`config.mk`:
```
export PLATFORM = sky130hd
export DESIGN_NAME = hex_paragraph_text_decoder_core
export DESIGN_NICKNAME = d
export VERILOG_FILES = /design/src/rtl/hptd_pkg.sv /design/src/rtl/hptd_step.sv /design/src/rtl/hex_paragraph_text_decoder_core.sv
export VERILOG_INCLUDE_DIRS = /design/src /design/src/rtl
export SDC_FILE = /design/constraint.sdc
export NUM_CORES = 1
export LEC_CHECK = 0
export BUFFER_PORTS_ARGS = -buffer_cell sky130_fd_sc_hd__buf_2
export CAP_MARGIN = 20
export CORE_MARGIN = 8
export CORE_UTILIZATION = 50
export CTS_CLUSTER_SIZE = 16
export DETAILED_ROUTE_END_ITERATION = 8
export PLACE_DENSITY_LB_ADDON = 0.12
export SLEW_MARGIN = 20
export SYNTH_ARGS = -nofsm -noshare
export SYNTH_HDL_FRONTEND = slang
export SYNTH_SLANG_ARGS = --single-unit
```
`constraint.sdc`:
```
create_clock -name clock -period 22.3 [get_ports clock]
set_input_delay 3.345 -clock clock [delete_from_list [all_inputs] [get_ports clock]]
set_output_delay 3.345 -clock clock [all_outputs]
set_load 0.005 [all_outputs]
```
`src/rtl/hex_paragraph_text_decoder_core_defines.svh`:
```
// Assertion macros shared by the hex text decoder RTL.
// Each macro expects signals named clock and reset in the including scope.
`ifndef HEX_PARAGRAPH_TEXT_DECODER_CORE_DEFINES_SVH
`define HEX_PARAGRAPH_TEXT_DECODER_CORE_DEFINES_SVH

// Same-cycle implication, checked outside reset.
`define HPTD_ASSERT_NOW(label, ante, cons, msg) \
   label: assert property (@(posedge clock) disable iff (reset) (ante) |-> (cons)) \
      else $error(msg);

// Next-cycle implication, checked outside reset.
`define HPTD_ASSERT_NEXT(label, ante, cons, msg) \
   label: assert property (@(posedge clock) disable iff (reset) (ante) |=> (cons)) \
      else $error(msg);

`endif

```
`src/rtl/hptd_pkg.sv`:
```
// Types, character constants and helper functions of the hex text decoder.
// Used by hptd_step and hex_paragraph_text_decoder_core; depends on nothing.
package hptd_pkg;

   localparam logic [15:0] MAX_LENGTH = 16'hFFFF;
   localparam logic [15:0] IP_PAYLOAD_LIMIT = 16'd65487;
   localparam int unsigned MAX_RESULTS = 3;

   localparam logic [7:0] CH_HASH = 8'h23;
   localparam logic [7:0] CH_LF   = 8'h0A;
   localparam logic [7:0] CH_E    = 8'h45;
   localparam logic [7:0] CH_M    = 8'h4D;
   localparam logic [7:0] CH_P    = 8'h50;
   localparam logic [7:0] CH_T    = 8'h54;
   localparam logic [7:0] CH_Y    = 8'h59;

   localparam logic [2:0] KW_NONE  = 3'd0;
   localparam logic [2:0] KW_E     = 3'd1;
   localparam logic [2:0] KW_FULL  = 3'd5;

   typedef enum logic [2:0] {
      KIND_BYTE  = 3'd0,
      KIND_END   = 3'd1,
      KIND_EMPTY = 3'd2,
      KIND_ERROR = 3'd3,
      KIND_DONE  = 3'd4
   } kind_type;

   typedef enum logic {
      ERR_BAD_HEX  = 1'b0,
      ERR_KEYWORD  = 1'b1
   } err_type;

   typedef struct packed {
      kind_type    kind;
      logic [7:0]  data_byte;
      err_type     error_code;
      logic [15:0] packet_length;
      logic        oversize;
   } result_type;

   typedef struct packed {
      logic        nibble_held;
      logic [3:0]  high_nibble;
      logic        line_blank;
      logic [2:0]  keyword_pos;
      logic        in_comment;
      logic [15:0] current_length;
      logic [15:0] longest_length;
      logic        error_halt;
   } state_type;

   localparam state_type STATE_RESET = '{
      nibble_held:    1'b0,
      high_nibble:    4'h0,
      line_blank:     1'b1,
      keyword_pos:    KW_NONE,
      in_comment:     1'b0,
      current_length: 16'd0,
      longest_length: 16'd0,
      error_halt:     1'b0
   };

   localparam result_type RESULT_IDLE = '{
      kind:          KIND_BYTE,
      data_byte:     8'h00,
      error_code:    ERR_BAD_HEX,
      packet_length: 16'd0,
      oversize:      1'b0
   };

   function automatic logic is_alnum(input logic [7:0] ch);
      return (ch >= 8'h30 && ch <= 8'h39) || (ch >= 8'h41 && ch <= 8'h5A) ||
             (ch >= 8'h61 && ch <= 8'h7A);
   endfunction

   function automatic logic is_space(input logic [7:0] ch);
      return (ch == 8'h20) || (ch >= 8'h09 && ch <= 8'h0D);
   endfunction

   // Bit 4 set means the character is not a hex digit.
   function automatic logic [4:0] hex_value(input logic [7:0] ch);
      logic [4:0] v;
      if (ch >= 8'h30 && ch <= 8'h39) begin
         v = {1'b0, ch[3:0]};
      end else if ((ch >= 8'h41 && ch <= 8'h46) || (ch >= 8'h61 && ch <= 8'h66)) begin
         v = {1'b0, ch[3:0] + 4'd9};
      end else begin
         v = 5'h10;
      end
      return v;
   endfunction

   function automatic logic [7:0] keyword_char(input logic [2:0] pos);
      logic [7:0] c;
      unique case (pos)
         3'd0:    c = CH_E;
         3'd1:    c = CH_M;
         3'd2:    c = CH_P;
         3'd3:    c = CH_T;
         default: c = CH_Y;
      endcase
      return c;
   endfunction

endpackage

```
`src/rtl/hptd_step.sv`:
```
// Decode logic for one character: next parser state and up to three results.
// Purely combinational; depends on hptd_pkg.
module hptd_step
   import hptd_pkg::*;
(
   input  state_type   st_cur,
   input  logic [7:0]  text_char,
   input  logic        end_of_input,
   input  logic        paragraph_mode,
   output state_type   st_next,
   output result_type  res [MAX_RESULTS],
   output logic [1:0]  res_count
);

   always_comb begin
      state_type  s;
      logic       alnum;
      logic       space;
      logic [4:0] hv;
      logic       run_decode;
      logic       skip;
      logic       do_put;
      logic [7:0] put_val;
      logic       do_close;
      logic       do_empty;
      logic       do_err;
      logic [7:0] err_char;
      err_type    err_code;
      logic [15:0] put_len;
      logic [15:0] close_len;
      logic [1:0] n;

      s          = st_cur;
      alnum      = is_alnum(text_char);
      space      = is_space(text_char);
      hv         = hex_value(text_char);
      run_decode = 1'b0;
      skip       = 1'b0;
      do_put     = 1'b0;
      put_val    = 8'h00;
      do_close   = 1'b0;
      do_empty   = 1'b0;
      do_err     = 1'b0;
      err_char   = CH_M;
      err_code   = ERR_KEYWORD;
      put_len    = 16'd0;
      close_len  = 16'd0;
      n          = 2'd0;

      if (end_of_input) begin
         if (!s.error_halt) begin
            if (s.keyword_pos == KW_E) begin
               s.nibble_held = 1'b1;
               s.high_nibble = 4'hE;
            end else if (s.keyword_pos == KW_FULL) begin
               do_empty = 1'b1;
            end else if (s.keyword_pos != KW_NONE) begin
               do_err       = 1'b1;
               s.error_halt = 1'b1;
            end
            if (!s.error_halt) begin
               if (s.nibble_held) begin
                  do_put  = 1'b1;
                  put_val = {4'h0, s.high_nibble};
               end
               do_close = (s.current_length != 16'd0) || do_put;
            end
         end
      end else if (s.error_halt) begin
         // Input is dropped until end of input.
      end else if (s.in_comment) begin
         if (text_char == CH_LF) begin
            s.in_comment = 1'b0;
            s.line_blank = 1'b1;
         end
      end else if (s.keyword_pos != KW_NONE) begin
         if (s.keyword_pos == KW_E && text_char != CH_M) begin
            // The lone E was a hex digit after all.
            s.keyword_pos = KW_NONE;
            s.nibble_held = 1'b1;
            s.high_nibble = 4'hE;
            s.line_blank  = 1'b0;
            run_decode    = 1'b1;
         end else if (s.keyword_pos < KW_FULL) begin
            if (text_char == keyword_char(s.keyword_pos)) begin
               s.keyword_pos = s.keyword_pos + 3'd1;
            end else begin
               s.keyword_pos = KW_NONE;
               do_err        = 1'b1;
               s.error_halt  = 1'b1;
            end
         end else begin
            s.keyword_pos = KW_NONE;
            if (!space && text_char != CH_HASH) begin
               do_err       = 1'b1;
               s.error_halt = 1'b1;
            end else begin
               do_close     = (s.current_length != 16'd0);
               do_empty     = 1'b1;
               s.line_blank = 1'b1;
               if (text_char != CH_LF) begin
                  s.in_comment = 1'b1;
               end
            end
         end
      end else begin
         run_decode = 1'b1;
      end

      if (run_decode) begin
         if (s.nibble_held) begin
            s.nibble_held = 1'b0;
            if (alnum) begin
               skip = 1'b1;
               if (hv[4]) begin
                  do_err       = 1'b1;
                  err_char     = text_char;
                  err_code     = ERR_BAD_HEX;
                  s.error_halt = 1'b1;
               end else begin
                  do_put        = 1'b1;
                  put_val       = {s.high_nibble, hv[3:0]};
                  s.high_nibble = 4'h0;
               end
            end else begin
               do_put        = 1'b1;
               put_val       = {4'h0, s.high_nibble};
               s.high_nibble = 4'h0;
            end
         end
         if (!skip) begin
            if (s.line_blank && text_char == CH_E) begin
               s.keyword_pos = KW_E;
            end else if (alnum) begin
               if (hv[4]) begin
                  do_err       = 1'b1;
                  err_char     = text_char;
                  err_code     = ERR_BAD_HEX;
                  s.error_halt = 1'b1;
               end else begin
                  s.nibble_held = 1'b1;
                  s.high_nibble = hv[3:0];
                  s.line_blank  = 1'b0;
               end
            end else if (text_char == CH_HASH || text_char == CH_LF) begin
               do_close = ((s.current_length != 16'd0) || do_put) &&
                          (!paragraph_mode || (text_char == CH_LF && s.line_blank));
               if (text_char == CH_HASH) begin
                  s.in_comment = 1'b1;
               end
               s.line_blank = 1'b1;
            end else if (!space) begin
               s.line_blank = 1'b0;
            end
         end
      end

      // Length bookkeeping in emission order: byte first, then packet end.
      if (do_put) begin
         if (s.current_length < MAX_LENGTH) begin
            s.current_length = s.current_length + 16'd1;
         end
         put_len = s.current_length;
      end
      if (do_close) begin
         close_len = s.current_length;
         if (s.longest_length < s.current_length) begin
            s.longest_length = s.current_length;
         end
         s.current_length = 16'd0;
      end

      for (int i = 0; i < MAX_RESULTS; i++) begin
         res[i] = RESULT_IDLE;
      end
      if (do_put) begin
         res[n].kind          = KIND_BYTE;
         res[n].data_byte     = put_val;
         res[n].packet_length = put_len;
         res[n].oversize      = put_len > IP_PAYLOAD_LIMIT;
         n = n + 2'd1;
      end
      if (do_close) begin
         res[n].kind          = KIND_END;
         res[n].packet_length = close_len;
         res[n].oversize      = close_len > IP_PAYLOAD_LIMIT;
         n = n + 2'd1;
      end
      if (do_empty && !do_err) begin
         res[n].kind = KIND_EMPTY;
         n = n + 2'd1;
      end
      if (do_err) begin
         res[n].kind       = KIND_ERROR;
         res[n].data_byte  = err_char;
         res[n].error_code = err_code;
         n = n + 2'd1;
      end
      if (end_of_input) begin
         res[n].kind          = KIND_DONE;
         res[n].packet_length = s.longest_length;
         res[n].oversize      = s.longest_length > IP_PAYLOAD_LIMIT;
         n = n + 2'd1;
         s = STATE_RESET;
      end

      st_next   = s;
      res_count = n;
   end

endmodule

```
`src/rtl/hex_paragraph_text_decoder_core.sv`:
```
// Top level of the hex text decoder: input word register, decode step, result bundle.
// Depends on hptd_pkg, hptd_step and hex_paragraph_text_decoder_core_defines.svh.
//
// Use: one text character is sent per input word on the req_ channel (valid/stall),
// with req_end_of_input marking the end of a text; its character is then ignored.
// Each word yields zero to three result words on the rsp_ channel, the final one of
// them flagged by rsp_last. Payload bytes, packet ends, empty packets, errors and
// the closing input-done word carry kind, byte, error code, length and oversize.
// Path: an accepted word is held in the input register, then decoded by hptd_step
// into the result bundle register, from which its results are delivered.
// Throughput: one input word per cycle while rsp_stall is low and each word gives
// at most one result; a word with more than one result holds the single result port
// until all are taken, which sets the rate. Words that give no result pass through
// even while the bundle is waiting. The input register acts as the skid stage, so a new word
// is taken while a finished result is still waiting to be taken.
// Stall: while rsp_stall is high the bundle holds and the input register fills;
// req_stall then rises until the bundle drains.
// Reset: synchronous, active high. Parser state returns to its idle values and
// paragraph mode is set. csr_wr_en writes the mode bit; the user must use it only when idle (not enforced).
`include "hex_paragraph_text_decoder_core_defines.svh"

module hex_paragraph_text_decoder_core
   import hptd_pkg::*;
(
   input  logic        clock,
   input  logic        reset,
   // Input channel
   input  logic        req_valid,
   output logic        req_stall,
   input  logic [7:0]  req_text_char,
   input  logic        req_end_of_input,
   // Result channel
   output logic        rsp_valid,
   input  logic        rsp_stall,
   output logic [2:0]  rsp_kind,
   output logic [7:0]  rsp_data_byte,
   output logic        rsp_error_code,
   output logic [15:0] rsp_packet_length,
   output logic        rsp_oversize,
   output logic        rsp_last,
   // Configuration
   input  logic        csr_wr_en,
   input  logic        csr_wr_data
);

   // Input word register.
   logic        in_valid_ff, in_valid_in;
   logic [7:0]  in_char_ff;
   logic        in_eoi_ff;

   // Parser state and mode register.
   state_type   st_ff, st_in;
   logic        mode_ff, mode_in;

   // Result bundle: all results of one word, delivered one per handshake.
   result_type  bund_res_ff [MAX_RESULTS];
   logic        bund_valid_ff, bund_valid_in;
   logic [1:0]  bund_cnt_ff, bund_cnt_in;
   logic [1:0]  bund_idx_ff, bund_idx_in;

   result_type  step_res [MAX_RESULTS];
   logic [1:0]  step_cnt;
   logic        req_accept;
   logic        rsp_accept;
   logic        bund_done;
   logic        adv;
   logic        load_bund;
   result_type  cur_res;

   hptd_step u_step (
      .st_cur         (st_ff),
      .text_char      (in_char_ff),
      .end_of_input   (in_eoi_ff),
      .paragraph_mode (mode_ff),
      .st_next        (st_in),
      .res            (step_res),
      .res_count      (step_cnt)
   );

   assign rsp_accept = bund_valid_ff && !rsp_stall;
   assign bund_done  = rsp_accept && (bund_idx_ff == bund_cnt_ff - 2'd1);

   // The word in the input register is decoded once the bundle can take its
   // results, or at once when it has none.
   assign adv        = in_valid_ff && (!bund_valid_ff || bund_done || step_cnt == 2'd0);
   assign load_bund  = adv && (step_cnt != 2'd0);
   assign req_stall  = in_valid_ff && !adv;
   assign req_accept = req_valid && !req_stall;

   always_comb begin
      in_valid_in = in_valid_ff;
      if (req_accept) begin
         in_valid_in = 1'b1;
      end else if (adv) begin
         in_valid_in = 1'b0;
      end
   end

   always_comb begin
      bund_valid_in = bund_valid_ff;
      bund_cnt_in   = bund_cnt_ff;
      bund_idx_in   = bund_idx_ff;
      if (load_bund) begin
         bund_valid_in = 1'b1;
         bund_cnt_in   = step_cnt;
         bund_idx_in   = 2'd0;
      end else if (bund_done) begin
         bund_valid_in = 1'b0;
      end else if (rsp_accept) begin
         bund_idx_in   = bund_idx_ff + 2'd1;
      end
   end

   assign mode_in = csr_wr_en ? csr_wr_data : mode_ff;

   always_ff @(posedge clock) begin
      if (reset) begin
         in_valid_ff   <= 1'b0;
         st_ff         <= STATE_RESET;
         mode_ff       <= 1'b1;
         bund_valid_ff <= 1'b0;
         bund_cnt_ff   <= 2'd0;
         bund_idx_ff   <= 2'd0;
      end else begin
         in_valid_ff   <= in_valid_in;
         mode_ff       <= mode_in;
         bund_valid_ff <= bund_valid_in;
         bund_cnt_ff   <= bund_cnt_in;
         bund_idx_ff   <= bund_idx_in;
         if (adv) begin
            st_ff <= st_in;
         end
      end
   end

   // Payload registers carry no reset.
   always_ff @(posedge clock) begin
      if (req_accept) begin
         in_char_ff <= req_text_char;
         in_eoi_ff  <= req_end_of_input;
      end
      if (load_bund) begin
         bund_res_ff <= step_res;
      end
   end

   assign cur_res           = bund_res_ff[bund_idx_ff];
   assign rsp_valid         = bund_valid_ff;
   assign rsp_kind          = cur_res.kind;
   assign rsp_data_byte     = cur_res.data_byte;
   assign rsp_error_code    = cur_res.error_code;
   assign rsp_packet_length = cur_res.packet_length;
   assign rsp_oversize      = cur_res.oversize;
   assign rsp_last          = (bund_idx_ff == bund_cnt_ff - 2'd1);

   // The delivery index always points inside the loaded bundle.
   `HPTD_ASSERT_NOW(a_idx_in_bundle, bund_valid_ff, bund_idx_ff < bund_cnt_ff && bund_cnt_ff != 2'd0, "bundle index out of range")

   // After an error, only end of input may produce results.
   `HPTD_ASSERT_NOW(a_halt_silent, in_valid_ff && st_ff.error_halt && !in_eoi_ff, step_cnt == 2'd0, "result produced while halted on error")

   // The input-done word is always the final result of its input word.
   `HPTD_ASSERT_NOW(a_done_is_last, bund_valid_ff && cur_res.kind == KIND_DONE, rsp_last, "input done not marked last")

   // A word decoded past a busy bundle must have produced nothing.
   `HPTD_ASSERT_NOW(a_no_overwrite, adv && bund_valid_ff && !bund_done, step_cnt == 2'd0, "bundle overwritten before drained")

   // End of input leaves the parser in its idle state.
   `HPTD_ASSERT_NEXT(a_eoi_clears, adv && in_eoi_ff, st_ff == STATE_RESET, "state not cleared after end of input")

endmodule
```
==> results.py <==
metrics = {
    "floorplanning": {
        "design.core.area_mm2": 0.0180,
        "chipHeight_um": 152,
        "design.portCount": 47,
        "number_of_standard_cell_rows_in_the_floorplan": 49,
        "die-width_um": 152,
        "fp.dieArea_mm2": 0.0230,
        "floorplan.initialDensity_pct": 51.1,
    },
    "route": {
        "drtAntennaViolNets": 0,
        "finalWirelength_um": 25300,
        "routed-via-count": 7579,
        "drc_errors_left": 0,
        "drt_first_iter_violations": 803,
        "route.detailed.vias_per_inst": 6.15,
        "detailedRoute.firstPassIterationCount": 5,
        "routedWlPerCell_um": 20.5,
    },
    "cts": {
        "htree_num_levels": 4,
        "tritoncts": "built",
        "clk_latency_ns": 0.43,
        "cts-buffers-inserted": 17,
        "clock-root-buffer": "sky130_fd_sc_hd__clkbuf_16",
        "cts.reportedPaths.clkPinSlew_ns": 0.06,
        "clkSinkCount": 146,
        "post_cts_resize_count": 0,
        "holdBufCountCts": 0,
        "post_cts_setup_driven_buffer_insertion_count": 0,
        "cts.path.max_buffers": 2,
    },
    "worst_hold_path": {
        "instance_count_along_the_most_critical_hold_path": 1,
        "hp-class": "reg2reg",
        "hold_start": "st_ff[4]",
        "hold_path_end": "st_ff[4]",
    },
    "sta": {
        "final-hold-violation-count": 0,
        "finalWorstPathRequiredPeriod_ns": 9.90,
        "timing.final.crit_share_pct": 44.4,
        "timing.final.max_slew_violations": 0,
        "setup_violations": 0,
        "post-route-worst-setup-slack_ns": 12.40,
        "fin_skew_ns": 0.0103,
        "unrepaired_setup_endpoints_after_global_routing": "no",
        "final.hold.worst_slack_ns": 0.490,
        "max_clock_freq_ghz": 0.101,
        "worst-slew-pin-transition_ns": 1.11,
        "max-slew-margin-rel_pct": 25.6,
        "setup_total_negative_slack_ns": 0,
    },
    "final_layout": {
        "fillcell_total": 1626,
        "design.final.nets": 1043,
        "layoutNonFillerInstCount": 1232,
        "multi_input_area_mm2": 0.00487,
        "num_antenna_cells": 0,
        "areaGrowthSynthToFinish_pct": 10.7,
        "final_layout_size_suffix_gt1_share_pct": 12.5,
        "seqCellArea_mm2": 0.00388,
        "post-route-util_pct": 56.5,
        "final_area_mm2": 0.0102,
    },
    "synthesis": {
        "synth_top_cells_by_count": "sky130_fd_sc_hd__nor2_1 (120), sky130_fd_sc_hd__edfxtp_1 (96), sky130_fd_sc_hd__nand2_1 (73), sky130_fd_sc_hd__mux2i_1 (61), sky130_fd_sc_hd__o21ai_0 (55)",
        "synth-edff-count": 96,
        "synthesis.yosys.warnings": 0,
        "post_synth_instance_area_mm2": 0.00921,
        "yosysTopAreaCellShare_pct": 31.3,
        "asyncSetResetFlopFracSynth_pct": 0,
        "synth_flop_cell": "sky130_fd_sc_hd__edfxtp_1",
        "synth_top_cells_by_area": "sky130_fd_sc_hd__edfxtp_1 (31%), sky130_fd_sc_hd__dfxtp_1 (11%), sky130_fd_sc_hd__mux2i_1 (6.6%), sky130_fd_sc_hd__ha_1 (5.0%), sky130_fd_sc_hd__nor2_1 (4.9%)",
        "synth_sequential_area_ratio_pct": 42.2,
        "ys_seq_elements": 146,
        "synth.distinct_cells": 83,
        "synth.most_common_cell": "sky130_fd_sc_hd__nor2_1",
        "synth_area_leader_cell": "sky130_fd_sc_hd__edfxtp_1",
        "synthesis.instances": 978,
        "avgSynthCellArea_um2": 9.41,
    },
    "global_routing": {
        "globalRouteTotalUtil_pct": 22.0,
        "grt_max_degree": 90,
        "globalRoute.totalOverflow": 0,
        "global_route_wire_length_before_repair_um": 39400,
        "antenna_found_initial": 0,
        "first_global_vias": 6987,
    },
    "critical_path": {
        "worstSetupPathType": "reg2out",
        "path_delay_family": "compound AO/OA/AOI/OAI gates",
        "arrival_time_at_the_worst_endpoint_ns": 6.56,
        "critPathLaunchType": "flip-flop",
        "critical_path.max_fanout": 21,
        "endpoint_kind": "output pin",
        "rr_endpoint": "st_ff[10]",
        "critical_path.most_common_cell": "sky130_fd_sc_hd__ha_1",
        "crit_required_ns": 18.95,
        "r2r_start": "in_char_ff[0]",
        "cell_chain_of_the_critical_path": "inv_1 -> ha_1 -> o21ba_1 -> o21ai_1 -> o41a_1 -> a211oi_2 -> buf_4 -> nor2_2 -> inv_2 -> fa_1 -> ha_1 -> nand2_1 -> o21a_1 -> inv_1 -> ha_1 -> nand2_1 -> o21ai_0 -> o22ai_1 -> and3_1 -> buf_2",
        "r2r_setup_slack_ns": 14.61,
        "cpMaxStageDelayCell": "sky130_fd_sc_hd__fa_1",
        "worst-path-buf-inv": 5,
        "rr_worst_depth": 24,
        "timing.critical_path.slowest_cell_delay_ns": 0.74,
    },
    "placement": {
        "placed_cell_area_mm2": 0.00950,
        "gp_congestion": 0.937,
        "place_worst_setup_slack_ns": 13.00,
        "place.port_buffers": 46,
        "dp.cells": 1200,
        "hpwl_um": 17900,
    },
    "power_and_ir_drop": {
        "design_power_total_mw": 0.684,
        "leakagePower_nw": 3.75,
        "peakVddDrop_mv": 0.0504,
        "total_power_density_per_cell_area_mw_per_mm2": 67.1,
    },
    "flow_run": {
        "maxCapViolations": 0,
    },
    "status": {
        "result_of_the_run": "complete, no violations",
    },
}
kinds of logic (layout without fill, tap and decap cells):
group / after synthesis / in the layout / synth area share [%]
simple gates: 305 / 305 / 15.9
fa+ha+maj: 38 / 38 / 5.25
flops: 146 / 146 / 42.2
other cells: 1 / 2 / 0.0407
mux: 74 / 74 / 8.55
xor+xnor: 31 / 31 / 3.10
compound gates: 274 / 274 / 19.9
buf+inv: 109 / 133 / 5.04
worst max path at each step:
stage,start,end,slack [ns],depth (start not counted)
floorplan,in_char_ff[0],req_stall,14.50,19
global placement,in_char_ff[0],req_stall,13.09,20
detailed placement,in_char_ff[0],req_stall,13.00,20
CTS,in_char_ff[0],req_stall,12.52,20
global route,in_char_ff[0],req_stall,12.02,20
finish,in_char_ff[0],req_stall,12.40,20
sequential cells by signal, summed over array words and instances, names as in the netlist:
| signal | flops |
|---|---|
| in_valid_ff | 1 |
| bund_cnt_ff | 2 |
| bund_idx_ff | 2 |
| in_char_ff | 8 |
| st_ff | 43 |
| mode_ff | 1 |
| bund_res_ff | 87 |
| in_eoi_ff | 1 |
| rsp_valid | 1 |
metal layers:
metal	GRT usage, %	up-vias	wire [um]
met1	33.3	3659	12500
li1	-	3642	-
met5	0	-	0
met2	32.0	258	11000
met4	5.19	0	216
met3	3.65	20	1590
area by class of cell:
cell class,instances,share of cell area (%)
multi-input cells,724,47.8
flip-flops and latches,146,38.1
clock buffers,18,4.21
repair buffers,54,2.89
well taps,229,2.81
clock inverters,14,2.44
inverters,47,1.73
layout by cell type, fill, tap and decap left out, types with 6 or more instances in the layout:
| master | n |
|---|---|
| sky130_fd_sc_hd__nor3b_1 | 7 |
| sky130_fd_sc_hd__nor2_1 | 119 |
| sky130_fd_sc_hd__clkbuf_16 | 17 |
| sky130_fd_sc_hd__o21ai_1 | 17 |
| sky130_fd_sc_hd__mux2i_2 | 12 |
| sky130_fd_sc_hd__o21ai_0 | 55 |
| sky130_fd_sc_hd__o2bb2ai_1 | 14 |
| sky130_fd_sc_hd__o22ai_1 | 24 |
| sky130_fd_sc_hd__nor4_1 | 8 |
| sky130_fd_sc_hd__and3_1 | 10 |
| sky130_fd_sc_hd__inv_1 | 37 |
| sky130_fd_sc_hd__edfxtp_1 | 96 |
| sky130_fd_sc_hd__bufinv_16 | 6 |
| sky130_fd_sc_hd__a21o_1 | 16 |
| sky130_fd_sc_hd__nand2b_1 | 7 |
| sky130_fd_sc_hd__nand3_1 | 17 |
| sky130_fd_sc_hd__xor2_1 | 9 |
| sky130_fd_sc_hd__buf_2 | 46 |
| sky130_fd_sc_hd__a211oi_1 | 19 |
| sky130_fd_sc_hd__nor2b_1 | 9 |
| sky130_fd_sc_hd__o32ai_1 | 6 |
| sky130_fd_sc_hd__mux2i_1 | 61 |
| sky130_fd_sc_hd__o21a_1 | 9 |
| sky130_fd_sc_hd__dfxtp_1 | 49 |
| sky130_fd_sc_hd__nand2_1 | 73 |
| sky130_fd_sc_hd__xnor2_1 | 21 |
| sky130_fd_sc_hd__buf_4 | 7 |
| sky130_fd_sc_hd__nor3_1 | 14 |
| sky130_fd_sc_hd__ha_1 | 37 |
| sky130_fd_sc_hd__o211ai_1 | 6 |
| sky130_fd_sc_hd__nand4_1 | 15 |
| sky130_fd_sc_hd__a21oi_1 | 54 |
power by group:
group	leakage, nW	internal [mW]	total, mW	switching (mW)
clock network	0.327	0.212	0.333	0.121
registers	1.29	0.296	0.302	0.00549
logic	2.13	0.0162	0.0487	0.0324
Power figures use the tool's default switching activity.
